<file path="src/design/llts_pkg.sv">
// Shared constants and controller/datapath interface types for the LLF scheduler.
package llts_pkg;

    // Fixed field widths of the request and result channels
    localparam int IN_IDX_W  = 3;
    localparam int FIELD_W   = 16;
    localparam int MASK_W    = 8;
    localparam int OUT_IDX_W = 3;

    // Request type codes
    localparam logic REQ_SET  = 1'b0;
    localparam logic REQ_TICK = 1'b1;

    // Commands from the controller to the datapath
    typedef struct packed {
        logic cap_in;    // latch the request fields, clear the scan state
        logic wr_set;    // write a task template and release its first job
        logic scan;      // selection pass: examine one task slot
        logic upd;       // update pass: age and reload one task slot
        logic load_out;  // move the finished result into the output register
    } llts_cmd_t;

endpackage

</file>
<file path="src/design/llts_ctrl.sv">
// Controller FSM: sequences the set write, the selection pass and the update pass.
module llts_ctrl #(
    parameter int TASK_COUNT = 8,
    parameter int IDX_W      = 3
) (
    input  logic                 aclk,
    input  logic                 aresetn,
    input  logic                 s_valid,
    output logic                 s_ready,
    input  logic                 s_req_type,
    output logic                 m_valid,
    input  logic                 m_ready,
    output llts_pkg::llts_cmd_t  cmd,
    output logic [IDX_W-1:0]     slot_idx
);

    localparam logic [2:0] ST_IDLE = 3'd0;
    localparam logic [2:0] ST_SET  = 3'd1;
    localparam logic [2:0] ST_SCAN = 3'd2;
    localparam logic [2:0] ST_UPD  = 3'd3;
    localparam logic [2:0] ST_DONE = 3'd4;

    localparam logic [IDX_W-1:0] LAST_IDX = IDX_W'(TASK_COUNT - 1);

    logic [2:0]       state_reg, state_next;
    logic [IDX_W-1:0] cnt_reg, cnt_next;
    logic             m_valid_reg, m_valid_next;
    logic             in_xfer;
    logic             out_free;
    logic             last_slot;

    assign s_ready   = (state_reg == ST_IDLE);
    assign in_xfer   = s_valid && s_ready;
    assign out_free  = !m_valid_reg || m_ready;
    assign last_slot = (cnt_reg == LAST_IDX);
    assign m_valid   = m_valid_reg;
    assign slot_idx  = cnt_reg;

    // Next state, slot counter and commands
    always_comb begin
        state_next   = state_reg;
        cnt_next     = cnt_reg;
        m_valid_next = m_valid_reg && !m_ready;
        cmd          = '0;
        case (state_reg)
            ST_IDLE: begin
                if (in_xfer) begin
                    cmd.cap_in = 1'b1;
                    cnt_next   = '0;
                    state_next = (s_req_type == llts_pkg::REQ_TICK) ? ST_SCAN : ST_SET;
                end
            end
            ST_SET: begin
                cmd.wr_set = 1'b1;
                state_next = ST_DONE;
            end
            ST_SCAN: begin
                cmd.scan = 1'b1;
                if (last_slot) begin
                    cnt_next   = '0;
                    state_next = ST_UPD;
                end else begin
                    cnt_next = cnt_reg + 1'b1;
                end
            end
            ST_UPD: begin
                cmd.upd = 1'b1;
                if (last_slot) begin
                    cnt_next   = '0;
                    state_next = ST_DONE;
                end else begin
                    cnt_next = cnt_reg + 1'b1;
                end
            end
            ST_DONE: begin
                // wait for the output register to drain
                if (out_free) begin
                    cmd.load_out = 1'b1;
                    m_valid_next = 1'b1;
                    state_next   = ST_IDLE;
                end
            end
            default: begin
                state_next = ST_IDLE;
            end
        endcase
    end

    always_ff @(posedge aclk) begin
        if (!aresetn) begin
            state_reg   <= ST_IDLE;
            cnt_reg     <= '0;
            m_valid_reg <= 1'b0;
        end else begin
            state_reg   <= state_next;
            cnt_reg     <= cnt_next;
            m_valid_reg <= m_valid_next;
        end
    end

endmodule

</file>
<file path="src/design/llts_datapath.sv">
// Datapath: task table, laxity compare, countdown update and result registers.
module llts_datapath #(
    parameter int TASK_COUNT = 8,
    parameter int TIME_WIDTH = 16,
    parameter int IDX_W      = 3
) (
    input  logic                                 aclk,
    input  logic                                 aresetn,
    input  llts_pkg::llts_cmd_t                  cmd,
    input  logic [IDX_W-1:0]                     slot_idx,
    input  logic [llts_pkg::IN_IDX_W-1:0]        s_task_index,
    input  logic [llts_pkg::FIELD_W-1:0]         s_exec_time,
    input  logic [llts_pkg::FIELD_W-1:0]         s_task_period,
    input  logic [llts_pkg::FIELD_W-1:0]         s_rel_deadline,
    output logic                                 m_run_valid,
    output logic [llts_pkg::OUT_IDX_W-1:0]       m_run_task,
    output logic [llts_pkg::MASK_W-1:0]          m_missed_mask
);

    localparam int TW = TIME_WIDTH;
    localparam int DW = TIME_WIDTH + 2;   // deadline countdown, signed
    localparam int LW = TIME_WIDTH + 3;   // laxity, signed
    localparam int FW = llts_pkg::FIELD_W;
    localparam logic signed [DW-1:0] DL_MIN = {1'b1, {(DW-1){1'b0}}};

    // Task table
    logic [TW-1:0]        exec_t_reg [TASK_COUNT];
    logic [TW-1:0]        per_t_reg  [TASK_COUNT];
    logic [TW-1:0]        dl_t_reg   [TASK_COUNT];
    logic [TW-1:0]        work_reg   [TASK_COUNT];
    logic [TW-1:0]        pc_reg     [TASK_COUNT];
    logic signed [DW-1:0] dl_reg     [TASK_COUNT];

    // Captured request
    logic [llts_pkg::IN_IDX_W-1:0] tidx_reg;
    logic [TW-1:0]                 exec_in_reg, per_in_reg, dl_in_reg;

    // Per-tick scan results
    logic                       found_reg;
    logic signed [LW-1:0]       best_reg;
    logic [IDX_W-1:0]           pick_reg;
    logic [llts_pkg::MASK_W-1:0] miss_reg;

    // Output register
    logic                          out_valid_reg;
    logic [llts_pkg::OUT_IDX_W-1:0] out_task_reg;
    logic [llts_pkg::MASK_W-1:0]    out_miss_reg;

    // Field resizing to TIME_WIDTH
    logic [TW+FW-1:0] exec_wide, per_wide, dl_wide;
    assign exec_wide = {{TW{1'b0}}, s_exec_time};
    assign per_wide  = {{TW{1'b0}}, s_task_period};
    assign dl_wide   = {{TW{1'b0}}, s_rel_deadline};

    // Set slot decode
    logic [IDX_W+llts_pkg::IN_IDX_W-1:0] set_wide;
    logic [IDX_W-1:0]                    set_slot;
    logic                                set_ok;
    assign set_wide = {{IDX_W{1'b0}}, tidx_reg};
    assign set_slot = set_wide[IDX_W-1:0];
    assign set_ok   = (set_wide < (IDX_W + llts_pkg::IN_IDX_W)'(TASK_COUNT));

    // Current slot read
    logic [TW-1:0]        cur_work, cur_pc;
    logic signed [DW-1:0] cur_dl;
    assign cur_work = work_reg[slot_idx];
    assign cur_pc   = pc_reg[slot_idx];
    assign cur_dl   = dl_reg[slot_idx];

    // Laxity compare for the selection pass
    logic signed [LW-1:0] cur_lax;
    logic                 take;
    assign cur_lax = $signed({cur_dl[DW-1], cur_dl}) - $signed({3'b000, cur_work});
    assign take    = (cur_work != '0) && (!found_reg || (cur_lax < best_reg));

    // Update pass: charge the picked task, age countdowns, detect a miss
    logic                 hit, expire;
    logic [TW-1:0]        work_dec, pc_dec;
    logic signed [DW-1:0] dl_dec;
    logic                 miss_bit;
    logic [IDX_W+2:0]     mask_wide;
    logic                 mask_ok;
    assign hit       = found_reg && (pick_reg == slot_idx);
    assign work_dec  = cur_work - TW'(hit);
    assign expire    = (cur_pc <= TW'(1));
    assign pc_dec    = (cur_pc != '0) ? cur_pc - 1'b1 : cur_pc;
    assign dl_dec    = (cur_dl != DL_MIN) ? cur_dl - 1'b1 : cur_dl;
    assign miss_bit  = (dl_dec[DW-1] || (dl_dec == '0)) && (work_dec != '0);
    assign mask_wide = {3'b000, slot_idx};
    assign mask_ok   = (mask_wide < (IDX_W + 3)'(llts_pkg::MASK_W));

    // Picked index resized to the result field
    logic [IDX_W+2:0] pick_wide;
    assign pick_wide = {3'b000, pick_reg};

    // Request capture and per-tick scan state
    always_ff @(posedge aclk) begin
        if (cmd.cap_in) begin
            tidx_reg    <= s_task_index;
            exec_in_reg <= exec_wide[TW-1:0];
            per_in_reg  <= per_wide[TW-1:0];
            dl_in_reg   <= dl_wide[TW-1:0];
        end
        if (!aresetn) begin
            found_reg <= 1'b0;
            best_reg  <= '0;
            pick_reg  <= '0;
            miss_reg  <= '0;
        end else if (cmd.cap_in) begin
            found_reg <= 1'b0;
            best_reg  <= '0;
            pick_reg  <= '0;
            miss_reg  <= '0;
        end else begin
            if (cmd.scan && take) begin
                found_reg <= 1'b1;
                best_reg  <= cur_lax;
                pick_reg  <= slot_idx;
            end
            if (cmd.upd && miss_bit && mask_ok) begin
                miss_reg[mask_wide[2:0]] <= 1'b1;
            end
        end
    end

    // Task table writes
    always_ff @(posedge aclk) begin
        if (!aresetn) begin
            for (int j = 0; j < TASK_COUNT; j++) begin
                exec_t_reg[j] <= '0;
                per_t_reg[j]  <= '0;
                dl_t_reg[j]   <= '0;
                work_reg[j]   <= '0;
                pc_reg[j]     <= '0;
                dl_reg[j]     <= '0;
            end
        end else if (cmd.wr_set && set_ok) begin
            exec_t_reg[set_slot] <= exec_in_reg;
            per_t_reg[set_slot]  <= per_in_reg;
            dl_t_reg[set_slot]   <= dl_in_reg;
            work_reg[set_slot]   <= exec_in_reg;
            pc_reg[set_slot]     <= per_in_reg;
            dl_reg[set_slot]     <= $signed({2'b00, dl_in_reg});
        end else if (cmd.upd) begin
            if (expire) begin
                // period over: release a fresh job
                work_reg[slot_idx] <= exec_t_reg[slot_idx];
                pc_reg[slot_idx]   <= per_t_reg[slot_idx];
                dl_reg[slot_idx]   <= $signed({2'b00, dl_t_reg[slot_idx]});
            end else begin
                work_reg[slot_idx] <= work_dec;
                pc_reg[slot_idx]   <= pc_dec;
                dl_reg[slot_idx]   <= dl_dec;
            end
        end
    end

    // Output register
    always_ff @(posedge aclk) begin
        if (cmd.load_out) begin
            out_valid_reg <= found_reg;
            out_task_reg  <= found_reg ? pick_wide[2:0] : '0;
            out_miss_reg  <= miss_reg;
        end
    end

    assign m_run_valid   = out_valid_reg;
    assign m_run_task    = out_task_reg;
    assign m_missed_mask = out_miss_reg;

endmodule

</file>
<file path="src/design/least_laxity_task_scheduler_unit.sv">
// Top level of the least-laxity-first periodic task scheduler.
//
// Input channel (s_*): one request per transfer. A set request (s_req_type 0)
// stores the template of task s_task_index and releases its first job; a tick
// request (s_req_type 1) runs the unfinished task with least laxity for one
// unit, ages every countdown and reloads expired jobs.
// Result channel (m_*): exactly one result per request. A set returns all
// zeros; a tick returns the task that ran (or run_valid 0 when idle) and the
// mask of tasks past their deadline with work left.
// Sequence: a set is captured, written to the table and then loaded into the
// output register; a tick is captured, then runs one selection pass and one
// update pass over the task table, one slot per cycle through a single read
// port, then the output load. One request is in work at a time and the input
// reopens the cycle after the load.
// Reset (aresetn low, synchronous) clears the table, the scan state, the
// controller and m_valid. The result sits in an output register: while the receiver
// stalls the next request is still taken and worked, and it waits in the
// final state until the output register drains.
module least_laxity_task_scheduler_unit #(
    parameter int TASK_COUNT = 8,
    parameter int TIME_WIDTH = 16
) (
    input  logic                             aclk,
    input  logic                             aresetn,
    input  logic                             s_valid,
    output logic                             s_ready,
    input  logic                             s_req_type,
    input  logic [llts_pkg::IN_IDX_W-1:0]    s_task_index,
    input  logic [llts_pkg::FIELD_W-1:0]     s_exec_time,
    input  logic [llts_pkg::FIELD_W-1:0]     s_task_period,
    input  logic [llts_pkg::FIELD_W-1:0]     s_rel_deadline,
    output logic                             m_valid,
    input  logic                             m_ready,
    output logic                             m_run_valid,
    output logic [llts_pkg::OUT_IDX_W-1:0]   m_run_task,
    output logic [llts_pkg::MASK_W-1:0]      m_missed_mask
);

    localparam int IDX_W = (TASK_COUNT > 1) ? $clog2(TASK_COUNT) : 1;

    llts_pkg::llts_cmd_t cmd;
    logic [IDX_W-1:0]    slot_idx;

    llts_ctrl #(
        .TASK_COUNT (TASK_COUNT),
        .IDX_W      (IDX_W)
    ) u_ctrl (
        .aclk       (aclk),
        .aresetn    (aresetn),
        .s_valid    (s_valid),
        .s_ready    (s_ready),
        .s_req_type (s_req_type),
        .m_valid    (m_valid),
        .m_ready    (m_ready),
        .cmd        (cmd),
        .slot_idx   (slot_idx)
    );

    llts_datapath #(
        .TASK_COUNT (TASK_COUNT),
        .TIME_WIDTH (TIME_WIDTH),
        .IDX_W      (IDX_W)
    ) u_dp (
        .aclk           (aclk),
        .aresetn        (aresetn),
        .cmd            (cmd),
        .slot_idx       (slot_idx),
        .s_task_index   (s_task_index),
        .s_exec_time    (s_exec_time),
        .s_task_period  (s_task_period),
        .s_rel_deadline (s_rel_deadline),
        .m_run_valid    (m_run_valid),
        .m_run_task     (m_run_task),
        .m_missed_mask  (m_missed_mask)
    );

endmodule

</file>
<file path="config.mk">
export PLATFORM = sky130hd
export DESIGN_NAME = least_laxity_task_scheduler_unit
export DESIGN_NICKNAME = d
export VERILOG_FILES = /design/src/design/llts_pkg.sv /design/src/design/llts_ctrl.sv /design/src/design/llts_datapath.sv /design/src/design/least_laxity_task_scheduler_unit.sv
export SDC_FILE = /design/constraint.sdc
export NUM_CORES = 1
export LEC_CHECK = 0
export BUFFER_PORTS_ARGS = -buffer_cell sky130_fd_sc_hd__buf_4
export CAP_MARGIN = 30
export CORE_ASPECT_RATIO = 1.4
export CORE_MARGIN = 1.5
export CORE_UTILIZATION = 45
export DETAILED_ROUTE_END_ITERATION = 6
export GPL_ROUTABILITY_DRIVEN = 1
export HOLD_SLACK_MARGIN = 0.1
export MAX_ROUTING_LAYER = met4
export SLEW_MARGIN = 30
export SYNTH_ARGS = -nofsm -noshare
export SYNTH_HDL_FRONTEND = slang
export SYNTH_SLANG_ARGS = --single-unit
</file>
<file path="constraint.sdc">
create_clock -name aclk -period 6.2 [get_ports aclk]
set_input_delay 0.93 -clock aclk [delete_from_list [all_inputs] [get_ports aclk]]
set_output_delay 0.93 -clock aclk [all_outputs]
set_load 0.05 [all_outputs]
</file>
* Yosys cells after proc, flatten, opt, wreduce, memory -nomap -nowiden
Memories as Yosys holds them, arrays and structs flattened. A register that Yosys moved wholly into a read port is not among the register bits.
Cells that the tools add are included.
** Storage, ports and cells
- Output and inout port bits :: 14
- Register bits :: 101
- RAM bits :: 784
- Logic and storage cells :: 160
- Memories :: 6
- Bits of input ports :: 56
** Cells by class
- Bitwise gates (word level) :: 5
- Multiplexer cells :: 78
- Add/sub/neg operators :: 5
- Order comparisons :: 6
- Equality and inequality tests :: 11
- Reductions and logical operators :: 35
** Memories
- u_dp.dl_reg :: words 8, width 18, rd ports 1, clocked after Yosys merged registers in 1, write ports 8, RTL line llts_datapath.sv:32 : logic signed [DW-1:0] dl_reg [TASK_COUNT];
- u_dp.dl_t_reg :: words 8, width 16, rd ports 1, clocked after Yosys merged registers in 1, write ports 8, RTL line llts_datapath.sv:29 : logic [TW-1:0] dl_t_reg [TASK_COUNT];
- u_dp.exec_t_reg :: words 8, width 16, rd ports 1, clocked after Yosys merged registers in 1, write ports 8, RTL line llts_datapath.sv:27 : logic [TW-1:0] exec_t_reg [TASK_COUNT];
- u_dp.pc_reg :: words 8, width 16, rd ports 1, clocked after Yosys merged registers in 1, write ports 8, RTL line llts_datapath.sv:31 : logic [TW-1:0] pc_reg [TASK_COUNT];
- u_dp.per_t_reg :: words 8, width 16, rd ports 1, clocked after Yosys merged registers in 1, write ports 8, RTL line llts_datapath.sv:28 : logic [TW-1:0] per_t_reg [TASK_COUNT];
- u_dp.work_reg :: words 8, width 16, rd ports 1, clocked after Yosys merged registers in 1, write ports 8, RTL line llts_datapath.sv:30 : logic [TW-1:0] work_reg [TASK_COUNT];
** Operators with widths (count)
- $mux W16 :: 10
- $reduce_or A16 Y1 :: 7
- $mux W3 :: 27
- $mux W18 :: 4
- $reduce_bool A16 Y1 :: 3
- $reduce_or A18 Y1 :: 2
- $mux W1 :: 33
- $lt A19 B19 Y1 :: 1
- $sub A18 B17 Y19 :: 1
- $logic_not A18 Y1 :: 1
- $ne A18 B18 Y1 const B :: 1
- $sub A18 B1 Y18 const B :: 1
- $le A16 B1 Y1 const B :: 1
- $sub A16 B1 Y16 :: 1
- $sub A16 B1 Y16 const B :: 1
- $pmux W3 S5 :: 1
- $lt A3 B4 Y1 const B :: 3
- $logic_and A1 B1 Y1 :: 10
- $or A8 B8 Y8 :: 1
- $eq A3 B2 Y1 const B :: 2
- $eq A3 B3 Y1 const B :: 2
- $ne A2 B1 Y1 const B :: 3
- $pmux W3 S2 :: 1
- $reduce_and A4 Y1 :: 1
- 15 further kinds :: 22

* Longest topological paths before layout
- Depth in word-level cells :: 9
- Mapped depth :: 31
- Depth with buffers taken out :: 23

* Cells and area by module
From an unflattened synthesis, not the netlist that was laid out.
** Unflattened totals
- Cells, all modules :: 3118
- Area total of the unflattened synthesis :: 40701.5 µm²
** Modules (own cells, without submodules)
- llts_datapath :: cells each 3069, area an instance 40297.4 µm², times used 1, seq. area each 26055.0 µm²
- llts_ctrl :: cells each 49, area an instance 404.1 µm², times used 1, seq. area each 140.1 µm²

* Least setup slack after synthesis
No wires, ideal clock.
- Path type :: reg2reg
- Start :: reg with a tool-made name
- End :: reg u_dp.best_reg[10]
- Setup slack :: -348 ps
- Data required time :: 6072 ps
- Cell stages (with the launch flop) :: 30
- Period minus slack after synthesis :: 6548 ps
- Buffers on the path :: 7
- Arrival time :: 6420 ps
- Library setup time :: 128 ps
- Cell sequence :: dfxtp_1 buf_6 buf_6 buf_6 buf_4 buf_4 buf_2 mux4_2 mux2i_1 ha_1 inv_1 fa_1 a21o_1 a21o_1 a2111oi_0 o31ai_1 o21ai_0 xnor2_1 ha_1 a21o_1 a21o_1 a21o_1 a21o_1 a21oi_1 nor2b_1 o311ai_0 nand3_2 buf_4 mux2i_1 nor2_1
** RTL lines
- end signal: assignment :: RTL line llts_datapath.sv:117 : best_reg <= cur_lax;
- end: declaration :: RTL line llts_datapath.sv:40 : logic signed [LW-1:0] best_reg;

==> implementation parameters <==
Parameter                              Value

Clocking
  CTS tree ... built
  Clock buffer count from CTS ... 85
  Skew-Pair Late Insertion Delay ... around 690 ps
  Post-cts hold buffer count ... 0
  Sinks on the clock net ... between 800 and 900
  Clock-pin slew reported for the worst setup and hold paths after clock tree synthesis ... approximately 70 ps
  Buffers inserted by post-CTS timing repair ... 0
  Worst-case clock buffer depth ... 3
  H-Tree Level Count ... 3
  # resized after CTS ... 0
  Clock root buffer ... clkbuf_16

GRT
  Initial antenna violation count ... 1
  Largest net degree at the start of global routing ... 66
  Grt total ovfl ... 0
  Gr usage total ... about 25%
  Wire length of the first global-routing pass ... ~170 mm
  Via count of the first global-routing pass ... between 20,000 and 30,000

Status
  Outcome ... complete, but fails checks
  Failing checks ... design-rule violations

Critical path
  Crit path launch type ... flip-flop
  Buffer and inverter count on the worst path ... 5
  Cells traversed along the worst timing path ... buf_4 > buf_4 > mux4_2 > mux2i_1 > ha_1 > inv_1 > nand2_1 > a21oi_1 > o31ai_1 > buf_4 > o21ai_1 > xnor2_1 > ha_1 > a21o_1 > a21o_1 > a21o_1 > a21o_1 > a21oi_1 > nor2b_1 > o311ai_0 > nand3_2 > buf_4 > mux2i_1 > nor2_1
  Slowest cell on the critical path ... mux4_2
  Largest stage delay, worst path ... about 560 ps
  Worst endpoint required time ... approximately 6700 ps
  Worst endpoint data arrival time ... 6390 ps
  CP endpoint kind ... flip-flop
  Worst Path Class, Setup ... flip-flop to flip-flop
  Cell family contributing the most delay on the critical path ... compound AO/OA/AOI/OAI gates
  Crit Path Max Fanout ... 22

Yosys
  Synthesized-area fraction occupied by adder cells ... about 1.3%
  Synth Warn # ... 0
  Fraction of synthesized cell area in xor and xnor cells ... under 10%
  Share of the synthesized area in compound gates (AO/OA/AOI/OAI) ... under 10%
  Netlist area before placement ... ~0.042 mm^2
  Number of enable flip-flop cells after synthesis ... about 850
  Proportion of netlist area held by the largest area contributor ... around three fifths
  Distinct cells, synth ... 96
  Top post-synthesis cells by count ... edfxtp_1 (847), nor2_1 (532), and2_1 (397)
  Yosys reg bits ... 888
  Synthesized Nets ... approximately 3,000
  Dominant cell type by area after synthesis ... edfxtp_1
  Mux contribution to synthesized area ... a little over an eighth
  Top_reg_cell synth ... edfxtp_1
  Combinational family with the most area after synthesis ... simple AND/OR/NAND/NOR gates
  Share of synthesized area occupied by flip-flops and latches ... about 63%
  Share of synthesized cell area in and, or, nand and nor gates ... 13.9%
  Leading post-synthesis cells by cell area ... edfxtp_1 (61%), mux4_2 (9.9%), and2_1 (5.9%)
  Most instantiated library cell after synthesis ... edfxtp_1
  Mapped Avg Cell Area ... 14.3 um^2
  Post-synthesis async set-or-reset flop share ... 0%
  Post-Synthesis Cells ... slightly below 3,000

Pwr
  Ratio of total power to cell area ... between 300 and 400 mW/mm^2
  Combinational group share of total power ... just over 20%
  Max VDD drop ... around 250 uV
  Static power due to leakage ... about 16 nW
  Power dissipated by switching net loads ... 4.65 mW
  Clock group share of total power ... 33.1%
  Switching power as a share of total power ... between 20% and 30%
  Internal Pwr Total ... roughly 11 mW
  Sequential power share ... approximately 46%

Die
  # rows ... 132
  Initial cell density of the core ... ~45%
  Number of top-level pins ... 70
  Vertical die dimension ... approximately 360 um
  Core Footprint ... about 0.092 mm^2
  Total die area ... approximately 0.095 mm^2
  Floorplan die width ... 261 um

STA
  Hold WS ... 423 ps
  Number of failing hold endpoints at the final stage ... 0
  Total count of max-transition violations in the final report ... 0
  Final TNS setup ... 0 ps
  Max Freq ... 170 MHz
  Portion of the clock cycle consumed by the worst path in the final layout ... 94.8%
  Worst relative slew slack ... 30.5%
  Final number of setup-violating endpoints ... 0
  Clock period minus final worst setup slack ... 5880 ps
  RSZ-0062 raised after global routing ... false
  Transition time at the pin with the least slew margin ... roughly 1000 ps
  Worst Skew ... roughly 32 ps

Final layout
  Fraction of layout cells with a size suffix above 1 ... a little under 20%
  ANT cells ... 0
  Area growth from synthesis to layout ... 11.6%
  Flip-flop count of the largest register, all copies and words added ... roughly 140
  Number of nets in the final layout ... approximately 3,000

Route
  First DRT Iteration DRCs ... approximately 2,200
  Via-to-Cell Ratio ... 5.88
  Post-DR wirelength/cell ... 26.7 um
  Number of optimization iterations in the first detailed-route pass ... 7
  Detailed-route via count ... approximately 25,000
  Number of remaining DRC errors ... 1
  Final ANT Viol Nets ... 0
  Overall routed net length ... between 100 and 150 mm

Place
  Routability congestion estimate ... between 0.8 and 0.9
  Placed wire-length estimate after detailed placement ... 69.4 mm
  Number of input and output port buffers inserted ... between 60 and 70

Hold path
  Startpoint of the most critical hold path ... s_exec_time[9]
  Worst min path class ... input pin to flip-flop

Run
  Max-Cap Viols ... 0
## layout by cell type, fill, tap and decap left out, drive strengths merged, types with 6 or more instances in the layout
cell type | synthesis | routed
a211oi | 9 | 9
a21o | 11 | 11
a21oi | 32 | 32
a221oi | 30 | 30
a22oi | 9 | 9
a31oi | 10 | 10
a32oi | 9 | 9
and2 | 397 | 397
and3 | 6 | 6
buf | 73 | 150
bufinv | 0 | 8
clkbuf | 108 | 106
clkinv | 1 | 39
dfxtp | 41 | 41
edfxtp | 847 | 847
ha | 41 | 41
inv | 42 | 46
mux2 | 31 | 31
mux2i | 120 | 120
mux4 | 184 | 184
nand2 | 77 | 77
nand2b | 10 | 10
nand3 | 32 | 32
nand4 | 9 | 9
nor2 | 534 | 534
nor2b | 15 | 15
nor3 | 52 | 52
o21a | 10 | 10
o21ai | 34 | 34
o221ai | 8 | 8
o22ai | 8 | 8
or2 | 10 | 10
or3 | 8 | 8
xnor2 | 27 | 27
xor2 | 29 | 29
## final cells by class
cell class	instances	area (um^2)
Fill cell	7708	45600
Multi-Input combinational cell	1822	14900
Sequential cell	888	26300
Clock inverter	51	515
Clock buffer	106	2250
Inverter	43	161
Tap cell	1206	1510
Timing Repair Buffer	150	1190
## logic make-up (layout without fill, tap and decap cells)
kind of cell             after synthesis  after routing
buffers and inverters                224            350
AND/OR/NAND/NOR                     1173           1173
flip-flops                           888            888
multiplexers                         335            335
XOR/XNOR                              56             56
AO/OA/AOI/OAI                        216            216
adder cells (fa/ha/maj)               42             42
## stage by stage
| stage | util [%] | total power [mW] | instance area (um^2) | std cells | setup WS (ps) |
|---|---|---|---|---|---|
| floorplan | - | 9.54 | 41900 | 2934 | 30.4 |
| global placement | 47.6 | 10.6 | 44000 | 4109 | 412 |
| detailed placement | 47.6 | 10.7 | 44000 | 4109 | 291 |
| CTS | 50.6 | 15.9 | 46700 | 4266 | 277 |
| global route | 50.6 | 16.4 | 46700 | 4266 | 55.9 |
| finish | 50.6 | 15.8 | 46700 | 4266 | 324 |
## power by group through the flow
stage,Sequential (mW),Clock (mW),Combinational (mW)
floorplan,7.35,0,2.19
global placement,7.43,0,3.18
detailed placement,7.45,0,3.22
CTS,7.33,5.31,3.24
global route,7.38,5.53,3.48
finish,7.33,5.24,3.23
## layer usage
metal / up-vias / track usage [%] / wire (um)
met5: - / - / 0
met4: 0 / 8.60 / 3530
met3: 200 / 2.77 / 6510
met2: 929 / 43.5 / 59700
met1: 13000 / 30.6 / 44200
li1: 11000 / - / -
## path summary, 6_finish.rpt
path | end | slack (ps) | cells after the start
max | u_dp.best_reg[5] | 320 | 24
min | u_dp.exec_in_reg[9] | 420 | 1
max reg2reg | u_dp.best_reg[5] | 320 | 24
min reg2reg | u_dp.m_missed_mask[0] | 450 | 0
(Power assumes the default switching activity.)
